<file path="src/sv/mtdq_pkg.sv">
// Package for the multi-timer deadline queue: opcodes, result codes, slot record
// and the command/status structs between controller and datapath. No dependencies.
package mtdq_pkg;

  localparam int MAX_RESULTS = 16;
  localparam int NRES_W      = 5;

  typedef enum logic [1:0] {
    CMD_TICK    = 2'd0,
    CMD_ADD_REL = 2'd1,
    CMD_ADD_ABS = 2'd2,
    CMD_CANCEL  = 2'd3
  } opcode_t;

  typedef enum logic [2:0] {
    KIND_ADDED     = 3'd0,
    KIND_FULL      = 3'd1,
    KIND_CANCELLED = 3'd2,
    KIND_MISS      = 3'd3,
    KIND_EXPIRED   = 3'd4
  } kind_t;

  typedef enum logic [1:0] {
    HND_OWN     = 2'd0,
    HND_DEFAULT = 2'd1,
    HND_NONE    = 2'd2
  } handler_t;

  localparam logic [0:0] CFG_ENABLE  = 1'b0;
  localparam logic [0:0] CFG_DEFAULT = 1'b1;

  typedef struct packed {
    logic [15:0] id;
    logic [31:0] due;
    logic [30:0] period;
    logic        periodic;
    logic        own;
  } slot_t;

  typedef struct packed {
    logic accept;
    logic scan_start;
    logic scan_step;
    logic take_best;
    logic emit_pend;
    logic emit_last;
    logic add_do;
    logic cancel_do;
  } ctl_cmd_t;

  typedef struct packed {
    opcode_t in_op;
    logic    en;
    logic    is_tick;
    logic    scan_done;
    logic    best_found;
    logic    have_pend;
    logic    cap_next;
    logic    out_free;
  } ctl_stat_t;

endpackage

</file>
<file path="src/sv/mtdq_if.sv">
// Channel interfaces of the multi-timer deadline queue: command input,
// result output and configuration write. No dependencies.
interface mtdq_in_if;
  logic        valid;
  logic        ready;
  logic [1:0]  command;
  logic [30:0] duration;
  logic        periodic;
  logic [31:0] deadline;
  logic [15:0] timer_id;
  logic        own_handler;
  modport source(output valid, command, duration, periodic, deadline, timer_id,
                 own_handler, input ready);
  modport sink(input valid, command, duration, periodic, deadline, timer_id,
               own_handler, output ready);
endinterface

interface mtdq_out_if;
  logic        valid;
  logic        ready;
  logic [2:0]  kind;
  logic [15:0] id;
  logic [31:0] due_time;
  logic [1:0]  handler;
  logic        last;
  modport source(output valid, kind, id, due_time, handler, last, input ready);
  modport sink(input valid, kind, id, due_time, handler, last, output ready);
endinterface

interface mtdq_cfg_if;
  logic       valid;
  logic       ready;
  logic [0:0] index;
  logic [0:0] data;
  modport source(output valid, index, data, input ready);
  modport sink(input valid, index, data, output ready);
endinterface

</file>
<file path="src/sv/mtdq_dp.sv">
// Datapath of the multi-timer deadline queue: slot memory, time and id counters,
// slot scan, pending expiry and output register. Depends on mtdq_pkg.
module mtdq_dp import mtdq_pkg::*; #(
  parameter int TIMER_SLOTS = 16
) (
  input  logic        clk,
  input  logic        rst_n,
  input  ctl_cmd_t    cmd,
  output ctl_stat_t   stat,
  input  logic [1:0]  in_command,
  input  logic [30:0] in_duration,
  input  logic        in_periodic,
  input  logic [31:0] in_deadline,
  input  logic [15:0] in_timer_id,
  input  logic        in_own_handler,
  input  logic        cfg_we,
  input  logic [0:0]  cfg_index,
  input  logic [0:0]  cfg_data,
  output logic        out_valid,
  input  logic        out_ready,
  output logic [2:0]  out_kind,
  output logic [15:0] out_id,
  output logic [31:0] out_due_time,
  output logic [1:0]  out_handler,
  output logic        out_last
);

  localparam int IW = $clog2(TIMER_SLOTS);
  localparam logic [IW:0] SLOTS_C = (IW+1)'(TIMER_SLOTS);

  logic en_r, dflt_r;
  logic [31:0] now_r;
  logic [15:0] next_id_r;
  logic [TIMER_SLOTS-1:0] valid_r, done_r;
  logic [NRES_W-1:0] nres_r;
  logic have_pend_r;

  opcode_t     op_r;
  logic [30:0] dur_r;
  logic        per_r;
  logic [31:0] dl_r;
  logic [15:0] tid_r;
  logic        own_r;

  slot_t mem [TIMER_SLOTS];
  slot_t rd_data_r;
  logic [IW:0] ra_r;
  logic rv_r;
  logic [IW-1:0] ri_r;

  logic best_found_r;
  logic [IW-1:0] best_idx_r;
  slot_t best_rec_r;
  logic [31:0] best_d_r;
  slot_t pend_rec_r;

  logic out_valid_r, out_last_r;
  kind_t out_kind_r;
  logic [15:0] out_id_r;
  logic [31:0] out_due_r;
  handler_t out_handler_r;

  logic rd_en, mem_we, free_found, hit, out_free;
  logic [IW-1:0] mem_wa, free_idx;
  slot_t mem_wd;
  logic [31:0] d, add_due;
  handler_t pend_hnd;

  assign out_free = !out_valid_r || out_ready;
  assign rd_en    = cmd.scan_step && (ra_r < SLOTS_C);
  assign d        = rd_data_r.due - now_r;
  assign add_due  = (op_r == CMD_ADD_REL) ? now_r + {1'b0, dur_r} : dl_r;
  assign pend_hnd = pend_rec_r.own ? HND_OWN : (dflt_r ? HND_DEFAULT : HND_NONE);

  always_comb begin
    free_found = 1'b0;
    free_idx   = '0;
    for (int i = TIMER_SLOTS - 1; i >= 0; i--) begin
      if (!valid_r[i]) begin
        free_found = 1'b1;
        free_idx   = IW'(i);
      end
    end
  end

  always_comb begin
    if (op_r == CMD_CANCEL) begin
      hit = rv_r && valid_r[ri_r] && (rd_data_r.id == tid_r) && !best_found_r;
    end else begin
      hit = rv_r && valid_r[ri_r] && !done_r[ri_r] && d[31] &&
            (!best_found_r || d < best_d_r ||
             (d == best_d_r && rd_data_r.id < best_rec_r.id));
    end
  end

  always_comb begin
    mem_we = 1'b0;
    mem_wa = free_idx;
    mem_wd = best_rec_r;
    if (cmd.add_do && free_found) begin
      mem_we      = 1'b1;
      mem_wd.id   = next_id_r;
      mem_wd.own  = own_r;
      mem_wd.due  = add_due;
      if (op_r == CMD_ADD_REL) begin
        mem_wd.period   = dur_r;
        mem_wd.periodic = per_r;
      end else begin
        mem_wd.period   = '0;
        mem_wd.periodic = 1'b0;
      end
    end else if (cmd.take_best && best_rec_r.periodic) begin
      mem_we     = 1'b1;
      mem_wa     = best_idx_r;
      mem_wd.due = best_rec_r.due + {1'b0, best_rec_r.period};
    end
  end

  always_ff @(posedge clk) begin
    if (mem_we) begin
      mem[mem_wa] <= mem_wd;
    end
    if (rd_en) begin
      rd_data_r <= mem[ra_r[IW-1:0]];
    end
  end

  // Payload registers.
  always_ff @(posedge clk) begin
    if (cmd.accept) begin
      op_r  <= opcode_t'(in_command);
      dur_r <= in_duration;
      per_r <= in_periodic;
      dl_r  <= in_deadline;
      tid_r <= in_timer_id;
      own_r <= in_own_handler;
    end
    if (cmd.scan_step && rd_en) begin
      ri_r <= ra_r[IW-1:0];
    end
    if (cmd.scan_step && hit) begin
      best_idx_r <= ri_r;
      best_rec_r <= rd_data_r;
      best_d_r   <= d;
    end
    if (cmd.take_best) begin
      pend_rec_r <= best_rec_r;
    end
    if (cmd.emit_pend) begin
      out_kind_r    <= KIND_EXPIRED;
      out_id_r      <= pend_rec_r.id;
      out_due_r     <= pend_rec_r.due;
      out_handler_r <= pend_hnd;
      out_last_r    <= cmd.emit_last;
    end else if (cmd.add_do) begin
      out_kind_r    <= free_found ? KIND_ADDED : KIND_FULL;
      out_id_r      <= free_found ? next_id_r : 16'd0;
      out_due_r     <= free_found ? add_due : 32'd0;
      out_handler_r <= HND_OWN;
      out_last_r    <= 1'b1;
    end else if (cmd.cancel_do) begin
      out_kind_r    <= best_found_r ? KIND_CANCELLED : KIND_MISS;
      out_id_r      <= tid_r;
      out_due_r     <= 32'd0;
      out_handler_r <= HND_OWN;
      out_last_r    <= 1'b1;
    end
  end

  // Control state.
  always_ff @(posedge clk) begin
    if (!rst_n) begin
      en_r         <= 1'b0;
      dflt_r       <= 1'b0;
      now_r        <= '0;
      next_id_r    <= '0;
      valid_r      <= '0;
      done_r       <= '0;
      nres_r       <= '0;
      have_pend_r  <= 1'b0;
      ra_r         <= '0;
      rv_r         <= 1'b0;
      best_found_r <= 1'b0;
      out_valid_r  <= 1'b0;
    end else begin
      if (cfg_we && cfg_index == CFG_ENABLE) begin
        en_r <= cfg_data[0];
      end
      if (cfg_we && cfg_index == CFG_DEFAULT) begin
        dflt_r <= cfg_data[0];
      end
      if (cmd.accept && in_command == CMD_TICK && en_r) begin
        now_r       <= now_r + 32'd1;
        done_r      <= '0;
        nres_r      <= '0;
        have_pend_r <= 1'b0;
      end
      if (cmd.scan_start) begin
        ra_r         <= '0;
        rv_r         <= 1'b0;
        best_found_r <= 1'b0;
      end else if (cmd.scan_step) begin
        rv_r <= rd_en;
        if (rd_en) begin
          ra_r <= ra_r + 1'b1;
        end
        if (hit) begin
          best_found_r <= 1'b1;
        end
      end
      if (cmd.take_best) begin
        done_r[best_idx_r] <= 1'b1;
        nres_r             <= nres_r + 1'b1;
        have_pend_r        <= 1'b1;
        if (!best_rec_r.periodic) begin
          valid_r[best_idx_r] <= 1'b0;
        end
      end
      if (cmd.add_do && free_found) begin
        valid_r[free_idx] <= 1'b1;
        next_id_r         <= next_id_r + 16'd1;
      end
      if (cmd.cancel_do && best_found_r) begin
        valid_r[best_idx_r] <= 1'b0;
      end
      if (cmd.emit_pend || cmd.add_do || cmd.cancel_do) begin
        out_valid_r <= 1'b1;
      end else if (out_ready) begin
        out_valid_r <= 1'b0;
      end
    end
  end

  assign stat.in_op      = opcode_t'(in_command);
  assign stat.en         = en_r;
  assign stat.is_tick    = (op_r == CMD_TICK);
  assign stat.scan_done  = (ra_r == SLOTS_C) && !rv_r;
  assign stat.best_found = best_found_r;
  assign stat.have_pend  = have_pend_r;
  assign stat.cap_next   = (nres_r == NRES_W'(MAX_RESULTS - 1));
  assign stat.out_free   = out_free;

  assign out_valid    = out_valid_r;
  assign out_kind     = out_kind_r;
  assign out_id       = out_id_r;
  assign out_due_time = out_due_r;
  assign out_handler  = out_handler_r;
  assign out_last     = out_last_r;

  a_nres_cap: assert property (@(posedge clk) disable iff (!rst_n)
    nres_r <= NRES_W'(MAX_RESULTS))
    else $error("more expiries than the burst cap");
  a_take_found: assert property (@(posedge clk) disable iff (!rst_n)
    cmd.take_best |-> best_found_r)
    else $error("expiry taken without a candidate");
  a_no_overwrite: assert property (@(posedge clk) disable iff (!rst_n)
    (cmd.emit_pend || cmd.add_do || cmd.cancel_do) |-> out_free)
    else $error("result register overwritten");
  a_done_set: assert property (@(posedge clk) disable iff (!rst_n)
    cmd.take_best |=> done_r[$past(best_idx_r)])
    else $error("expired slot not marked done");

endmodule

</file>
<file path="src/sv/mtdq_ctrl.sv">
// Controller of the multi-timer deadline queue: sequences accept, slot scans,
// expiry bursts and result hand-off. Depends on mtdq_pkg.
module mtdq_ctrl import mtdq_pkg::*; (
  input  logic      clk,
  input  logic      rst_n,
  input  logic      in_valid,
  output logic      in_ready,
  input  ctl_stat_t stat,
  output ctl_cmd_t  cmd
);

  typedef enum logic [5:0] {
    S_IDLE  = 6'b000001,
    S_SCAN  = 6'b000010,
    S_TEVAL = 6'b000100,
    S_TLAST = 6'b001000,
    S_ADD   = 6'b010000,
    S_CFIN  = 6'b100000
  } state_t;

  state_t state_r, state_nxt;

  always_comb begin
    state_nxt = state_r;
    cmd       = '0;
    in_ready  = 1'b0;
    unique case (state_r)
      S_IDLE: begin
        in_ready = 1'b1;
        if (in_valid) begin
          cmd.accept     = 1'b1;
          cmd.scan_start = 1'b1;
          unique case (stat.in_op)
            CMD_TICK:    state_nxt = stat.en ? S_SCAN : S_IDLE;
            CMD_ADD_REL: state_nxt = S_ADD;
            CMD_ADD_ABS: state_nxt = S_ADD;
            CMD_CANCEL:  state_nxt = S_SCAN;
            default:     state_nxt = S_IDLE;
          endcase
        end
      end
      S_SCAN: begin
        cmd.scan_step = 1'b1;
        if (stat.scan_done) begin
          state_nxt = stat.is_tick ? S_TEVAL : S_CFIN;
        end
      end
      S_TEVAL: begin
        if (stat.best_found) begin
          if (!stat.have_pend || stat.out_free) begin
            cmd.take_best = 1'b1;
            cmd.emit_pend = stat.have_pend;
            if (stat.cap_next) begin
              state_nxt = S_TLAST;
            end else begin
              cmd.scan_start = 1'b1;
              state_nxt      = S_SCAN;
            end
          end
        end else begin
          state_nxt = stat.have_pend ? S_TLAST : S_IDLE;
        end
      end
      S_TLAST: begin
        if (stat.out_free) begin
          cmd.emit_pend = 1'b1;
          cmd.emit_last = 1'b1;
          state_nxt     = S_IDLE;
        end
      end
      S_ADD: begin
        if (stat.out_free) begin
          cmd.add_do = 1'b1;
          state_nxt  = S_IDLE;
        end
      end
      S_CFIN: begin
        if (stat.out_free) begin
          cmd.cancel_do = 1'b1;
          state_nxt     = S_IDLE;
        end
      end
      default: state_nxt = S_IDLE;
    endcase
  end

  always_ff @(posedge clk) begin
    if (!rst_n) begin
      state_r <= S_IDLE;
    end else begin
      state_r <= state_nxt;
    end
  end

endmodule

</file>
<file path="src/sv/multi_timer_deadline_queue_core.sv">
// Top level of the multi-timer deadline queue: controller plus datapath.
// Depends on mtdq_pkg, mtdq_if, mtdq_ctrl and mtdq_dp.
//
//   Channel  Direction  Carries
//   in_ch    sink       command, duration, periodic, deadline, timer_id, own_handler
//   out_ch   source     kind, id, due_time, handler, last
//   cfg_ch   sink       index (0 enable, 1 default handler enable), data
//
// A cancel scans every slot once. An enabled tick scans all slots once per expiry
// and, unless the burst cap of MAX_RESULTS expiries is reached, once more to find
// the end; the scan reads the slot memory through its single read port, one slot
// per cycle.
// Reset (rst_n low, synchronous) clears time, the id counter, all slot valid bits
// and the configuration. The output register holds a result while out_ch.ready
// is low; the next item is still accepted and waits only when it needs to emit.
module multi_timer_deadline_queue_core import mtdq_pkg::*; #(
  parameter int TIMER_SLOTS = 16
) (
  input logic            clk,
  input logic            rst_n,
  mtdq_in_if.sink        in_ch,
  mtdq_out_if.source     out_ch,
  mtdq_cfg_if.sink       cfg_ch
);

  ctl_cmd_t  cmd;
  ctl_stat_t stat;

  // Config writes always taken; user must do them only while idle, unchecked.
  assign cfg_ch.ready = 1'b1;

  mtdq_ctrl u_ctrl (
    .clk      (clk),
    .rst_n    (rst_n),
    .in_valid (in_ch.valid),
    .in_ready (in_ch.ready),
    .stat     (stat),
    .cmd      (cmd)
  );

  mtdq_dp #(
    .TIMER_SLOTS (TIMER_SLOTS)
  ) u_dp (
    .clk            (clk),
    .rst_n          (rst_n),
    .cmd            (cmd),
    .stat           (stat),
    .in_command     (in_ch.command),
    .in_duration    (in_ch.duration),
    .in_periodic    (in_ch.periodic),
    .in_deadline    (in_ch.deadline),
    .in_timer_id    (in_ch.timer_id),
    .in_own_handler (in_ch.own_handler),
    .cfg_we         (cfg_ch.valid),
    .cfg_index      (cfg_ch.index),
    .cfg_data       (cfg_ch.data),
    .out_valid      (out_ch.valid),
    .out_ready      (out_ch.ready),
    .out_kind       (out_ch.kind),
    .out_id         (out_ch.id),
    .out_due_time   (out_ch.due_time),
    .out_handler    (out_ch.handler),
    .out_last       (out_ch.last)
  );

endmodule
</file>
<file path="src/flat_wrapper.sv">
// flat-port wrapper written by rule: the top's interface ports become plain ports
module multi_timer_deadline_queue_core_flat import mtdq_pkg::*;
#(
  parameter int TIMER_SLOTS = 16
)
  (clk, rst_n, in_ch_valid, in_ch_command, in_ch_duration, in_ch_periodic, in_ch_deadline, in_ch_timer_id, in_ch_own_handler, in_ch_ready, out_ch_valid, out_ch_kind, out_ch_id, out_ch_due_time, out_ch_handler, out_ch_last, out_ch_ready, cfg_ch_valid, cfg_ch_index, cfg_ch_data, cfg_ch_ready);
  mtdq_in_if in_ch_i ();
  mtdq_out_if out_ch_i ();
  mtdq_cfg_if cfg_ch_i ();
  input logic clk;
  input logic rst_n;
  input wire logic [$bits(in_ch_i.valid)-1:0] in_ch_valid;
  input wire logic [$bits(in_ch_i.command)-1:0] in_ch_command;
  input wire logic [$bits(in_ch_i.duration)-1:0] in_ch_duration;
  input wire logic [$bits(in_ch_i.periodic)-1:0] in_ch_periodic;
  input wire logic [$bits(in_ch_i.deadline)-1:0] in_ch_deadline;
  input wire logic [$bits(in_ch_i.timer_id)-1:0] in_ch_timer_id;
  input wire logic [$bits(in_ch_i.own_handler)-1:0] in_ch_own_handler;
  output wire logic [$bits(in_ch_i.ready)-1:0] in_ch_ready;
  output wire logic [$bits(out_ch_i.valid)-1:0] out_ch_valid;
  output wire logic [$bits(out_ch_i.kind)-1:0] out_ch_kind;
  output wire logic [$bits(out_ch_i.id)-1:0] out_ch_id;
  output wire logic [$bits(out_ch_i.due_time)-1:0] out_ch_due_time;
  output wire logic [$bits(out_ch_i.handler)-1:0] out_ch_handler;
  output wire logic [$bits(out_ch_i.last)-1:0] out_ch_last;
  input wire logic [$bits(out_ch_i.ready)-1:0] out_ch_ready;
  input wire logic [$bits(cfg_ch_i.valid)-1:0] cfg_ch_valid;
  input wire logic [$bits(cfg_ch_i.index)-1:0] cfg_ch_index;
  input wire logic [$bits(cfg_ch_i.data)-1:0] cfg_ch_data;
  output wire logic [$bits(cfg_ch_i.ready)-1:0] cfg_ch_ready;
  assign in_ch_i.valid = in_ch_valid;
  assign in_ch_i.command = in_ch_command;
  assign in_ch_i.duration = in_ch_duration;
  assign in_ch_i.periodic = in_ch_periodic;
  assign in_ch_i.deadline = in_ch_deadline;
  assign in_ch_i.timer_id = in_ch_timer_id;
  assign in_ch_i.own_handler = in_ch_own_handler;
  assign in_ch_ready = in_ch_i.ready;
  assign out_ch_valid = out_ch_i.valid;
  assign out_ch_kind = out_ch_i.kind;
  assign out_ch_id = out_ch_i.id;
  assign out_ch_due_time = out_ch_i.due_time;
  assign out_ch_handler = out_ch_i.handler;
  assign out_ch_last = out_ch_i.last;
  assign out_ch_i.ready = out_ch_ready;
  assign cfg_ch_i.valid = cfg_ch_valid;
  assign cfg_ch_i.index = cfg_ch_index;
  assign cfg_ch_i.data = cfg_ch_data;
  assign cfg_ch_ready = cfg_ch_i.ready;
  multi_timer_deadline_queue_core #(.TIMER_SLOTS(TIMER_SLOTS)) u_core (.clk(clk), .rst_n(rst_n), .in_ch(in_ch_i), .out_ch(out_ch_i), .cfg_ch(cfg_ch_i));
endmodule
</file>
<file path="config.mk">
export PLATFORM = sky130hd
export DESIGN_NAME = multi_timer_deadline_queue_core_flat
export DESIGN_NICKNAME = d
export VERILOG_FILES = /design/src/sv/mtdq_pkg.sv /design/src/sv/mtdq_if.sv /design/src/sv/mtdq_dp.sv /design/src/sv/mtdq_ctrl.sv /design/src/sv/multi_timer_deadline_queue_core.sv /design/src/flat_wrapper.sv
export SDC_FILE = /design/constraint.sdc
export NUM_CORES = 2
export LEC_CHECK = 0
export BUFFER_PORTS_ARGS = -buffer_cell sky130_fd_sc_hd__buf_2
export CAP_MARGIN = 25
export CORE_MARGIN = 5
export CORE_UTILIZATION = 25
export DETAILED_ROUTE_END_ITERATION = 10
export PLACE_DENSITY = 0.5
export REMOVE_ABC_BUFFERS = 1
export SLEW_MARGIN = 20
export SYNTH_ARGS = -nofsm -noshare
export SYNTH_HDL_FRONTEND = slang
export SYNTH_SLANG_ARGS = --single-unit
</file>
<file path="constraint.sdc">
create_clock -name clk -period 7.1 [get_ports clk]
set_input_delay 0.71 -clock clk [delete_from_list [all_inputs] [get_ports clk]]
set_output_delay 0.71 -clock clk [all_outputs]
set_load 0.01 [all_outputs]
</file>
==> impl_metrics.tcl <==
set metrics [dict create \
    crit_family "compound AO/OA/AOI/OAI gates" \
    io_pins 147 \
    ir_drop_mv 0.209 \
    grt_remaining_overflow 0 \
    initial_utilization_pct 25.0 \
    clk_latency_ns 0.86 \
    cts_hold_repair.buffers 58 \
    worstSetupPathType "reg -> reg" \
    final_cycle_utilization_of_the_critical_path_pct 81.8 \
    fillers 29000 \
    cp_cell_sequence "ha_1, fa_1, inv_1, a21o_1, a21oi_1, o211a_1, or4_1, nand3_1, o221a_2, o41ai_2, nand3_1, o211ai_1, ha_1, nand4_1, inv_1, nand4_1, nor3_1, o2111ai_1, o211ai_1, a21o_4, buf_12" \
    post_synth_top_flop "edfxtp_1" \
    power.switching_mw 4.98 \
    timing.hold.ws_ns 0.0597 \
    dp_hpwl_microns 122000 \
    final-hold-violation-count 0 \
    setup_repair_after_global_routing_missed_its_margin "no" \
    power_per_cell_area_nw_per_um2 263 \
    crit-reg2reg-launch "u_core.u_dp.now_r[0]$_SDFFE_PN0P_" \
    final-setup-viol-count 0 \
    fin_skew_ns 0.0742 \
    ff2ff_setup_slack_ns 1.29 \
    leakagePower_nw 27.6 \
    setup.worst_path.end_class "flip-flop" \
    timing.reg2reg.worst_path_depth 21 \
    port-buffer-count 145 \
    htree_levels 4 \
    first_pass_grt_wire_length_microns 301000 \
    vias_per_cell 4.68 \
    clock_power_share_pct 45.2 \
    dieArea_sq_um 305000 \
    setup_slack_after_placement_ns 1.33 \
    async_reset_ff_share_pct 0 \
    synth_edf_count 1681 \
    die_w_microns 552 \
    totalPowerFinal_mw 22.8 \
    synth_seq_cells 1786 \
    fraction_of_layout_instances_using_a_drive_strength_above_1_pct 22.1 \
    multi_input_area_sq_um 20000 \
    final_core_util_pct 29.6 \
    root_buffer "clkbuf_16" \
    tritoncts "yes" \
    clock_tree.buffer_depth 4 \
    cts_setup_buffers 0 \
    achievable-frequency_ghz 0.172 \
    synthesis.area_sq_um 73500 \
    min_delay_worst_endpoint "u_core.u_dp.dur_r[28]$_DFFE_PP_" \
    dr_total_vias 39800 \
    finalCriticalPeriod_ns 5.81 \
    swShare_pct 21.9 \
    drc_violation_total_after_the_first_tritonroute_iteration 4041 \
    routedWlPerCell_microns 24.7 \
    critPathMaxFanout 44 \
    critPathSlowestCell "a21o_4" \
    drc 0 \
    design_area_sq_um 86700 \
    groute.usage.overall_pct 13.4 \
    syn_avg_cell_area_sq_um 18.0 \
    cts_buffers 202 \
    worstHoldPathType "in -> reg" \
    worst-slew-pin-transition_ns 1.13 \
    clkSinkCount 1786 \
    dpl.cell_count 8066 \
    final_critical_path_setup_slack_ns 1.29 \
    clk_transition_reported_paths_ns 0.06 \
    finalNetCount 4655 \
    synthToLayoutAreaGrowth_pct 18.1 \
    power.combinational.fraction_pct 3.2 \
    detail_route.first_pass.iterations 6 \
    min_delay_path_depth 1 \
    place.gp.congestion 0.822 \
    placementRows 199 \
    power_internal_mw 17.8 \
    start_kind "flip-flop" \
    synth.yosys.warnings 0 \
    timing.max_slew.rel_slack_pct 24.9 \
    largest_net_degree_at_the_start_of_global_routing 119 \
    worst-endpoint-arrival_ns 6.31 \
    min_from "in_ch_duration[28]" \
    first_global_vias 40100 \
    dpl_cell_area_sq_um 79600 \
    ctsResizeCount 0 \
    final_max_slew_viol_count 0 \
    sequentialPowerShare_pct 51.6 \
    dieHeight_microns 552 \
    yosysUniqueCellTypes 89 \
    regToRegEndpoint "u_core.u_dp.best_rec_r[1]$_DFFE_PP_" \
    worst_path_largest_cell_delay_ns 0.59 \
    max_cap_violations 0 \
    result_of_the_run "completed" \
    ant_nets 0 \
    routed_wl_microns 210000 \
    cp_num_buf_inv 3 \
    finalNonFillerCells 8499 \
    timing.critical_path.required_ns 7.60 \
    synth_sequential_area_ratio_pct 71.6 \
    antenna_violations_before_repair 7 \
    area.sequential_sq_um 52600 \
    core_area_sq_um 293000 \
    netlist_instances 4079 \
    setup-tns-final_ns 0 \
]
## state kept, by name, indices dropped and copies added, names as in the netlist, 31 cells and up
name and cells:
u_core.u_dp.now_r 32, u_core.u_dp.dl_r 32, u_core.u_dp.best_rec_r 81, u_core.u_dp.pend_rec_r 49, u_core.u_dp.mem 1296, u_core.u_dp.rd_data_r 81
u_core.u_dp.best_d_r 32, u_core.u_dp.out_due_time 32, u_core.u_dp.dur_r 31
## cells in the final DEF, fill, tap and decap left out, types with 19 or more instances in the layout
cell / n
mux4_2: 415
nand3_1: 94
clkinv_2: 34
buf_12: 23
clkinv_1: 35
nand4_1: 24
dfxtp_1: 101
nor2b_1: 40
and3_1: 35
a21o_1: 68
clkbuf_1: 44
nand2b_1: 20
and2_1: 55
xor2_1: 47
clkbuf_16: 204
a21oi_1: 119
dlygate4sd3_1: 58
nor2_1: 131
xnor2_1: 93
ha_1: 148
buf_2: 145
nor2_4: 19
nand2_1: 268
o21ai_0: 112
nor3_1: 27
edfxtp_1: 1681
buf_4: 65
inv_1: 116
## power groups by stage
stage / Sequential, mW / Combinational (mW) / Clock, mW
after global placement: 12.0 / 0.699 / 0
final: 11.8 / 0.728 / 10.3
after detailed placement: 12.0 / 0.711 / 0
after floorplan: 11.9 / 0.404 / 0
after CTS: 11.8 / 0.740 / 10.6
after global routing: 11.8 / 0.796 / 11.1
## cell usage after synthesis (93+ instances only)
| cell | count | share of area (%) |
|---|---|---|
| nand3_1 | 94 | 0.64 |
| nor2_1 | 149 | 0.76 |
| edfxtp_1 | 1681 | 69 |
| xnor2_1 | 93 | 1.1 |
| ha_1 | 148 | 2.5 |
| dfxtp_1 | 105 | 2.9 |
| o21ai_0 | 116 | 0.79 |
| inv_1 | 116 | 0.59 |
| clkbuf_1 | 109 | 0.56 |
| nand2_1 | 271 | 1.4 |
| mux4_2 | 415 | 13 |
| a21oi_1 | 123 | 0.84 |
## metal layers
layer	wire length [microns]	GRT usage (%)	vias to the layer above
met2	95100	20.6	1210
li1	-	-	17100
met3	12100	2.17	279
met4	4910	3.20	2
met1	98200	19.7	21200
met5	15	0	-
## worst register-to-register path, cell delays in order, from the launching register on
cell and delay [ns]:
dfxtp_1 0.39, ha_1 0.26, fa_1 0.41, inv_1 0.07, a21o_1 0.10, a21oi_1 0.11, o211a_1 0.27, or4_1 0.56
nand3_1 0.24, o221a_2 0.27, o41ai_2 0.10, nand3_1 0.11, o211ai_1 0.13, ha_1 0.33, nand4_1 0.12, inv_1 0.08
nand4_1 0.14, nor3_1 0.36, o2111ai_1 0.16, o211ai_1 0.22, a21o_4 0.59, buf_12 0.41
## cell families (layout without fill, tap and decap cells)
family	after synthesis	count (layout)	share of synthesized area [%]
muxes	426	426	12.9
adders and majority gates	151	151	2.60
buffers and inverters	281	779	1.46
other	1	4	0.00510
DFF	1786	1786	71.6
AOI/OAI and AO/OA	513	513	4.62
and+or+nand+nor	781	781	5.21
xor gates and xnor gates	140	140	1.67
## cell type report
cell class / instances / share of cell area [%]
diodes: 3 / 0.00865
clock buffers: 258 / 6.23
clock inverters: 109 / 1.24
inverters: 117 / 0.508
multi-input cells: 2012 / 23.1
flip-flops and latches: 1786 / 60.6
well taps: 3919 / 5.65
repair buffers: 295 / 2.63
## worst max path at each step
stage	cells after the start	start	to
floorplan	0	u_core.u_dp.ra_r[0]$_SDFFE_PP0P_	u_core.u_dp.ri_r[0]$_DFFE_PP_
global placement	21	u_core.u_dp.now_r[0]$_SDFFE_PN0P_	u_core.u_dp.best_idx_r[2]$_DFFE_PP_
detailed placement	21	u_core.u_dp.now_r[0]$_SDFFE_PN0P_	u_core.u_dp.best_idx_r[3]$_DFFE_PP_
CTS	21	u_core.u_dp.now_r[0]$_SDFFE_PN0P_	u_core.u_dp.best_rec_r[3]$_DFFE_PP_
global route	23	u_core.u_dp.now_r[2]$_SDFFE_PN0P_	u_core.u_dp.best_rec_r[1]$_DFFE_PP_
finish	21	u_core.u_dp.now_r[0]$_SDFFE_PN0P_	u_core.u_dp.best_rec_r[1]$_DFFE_PP_
Power figures use the tool's default switching activity.
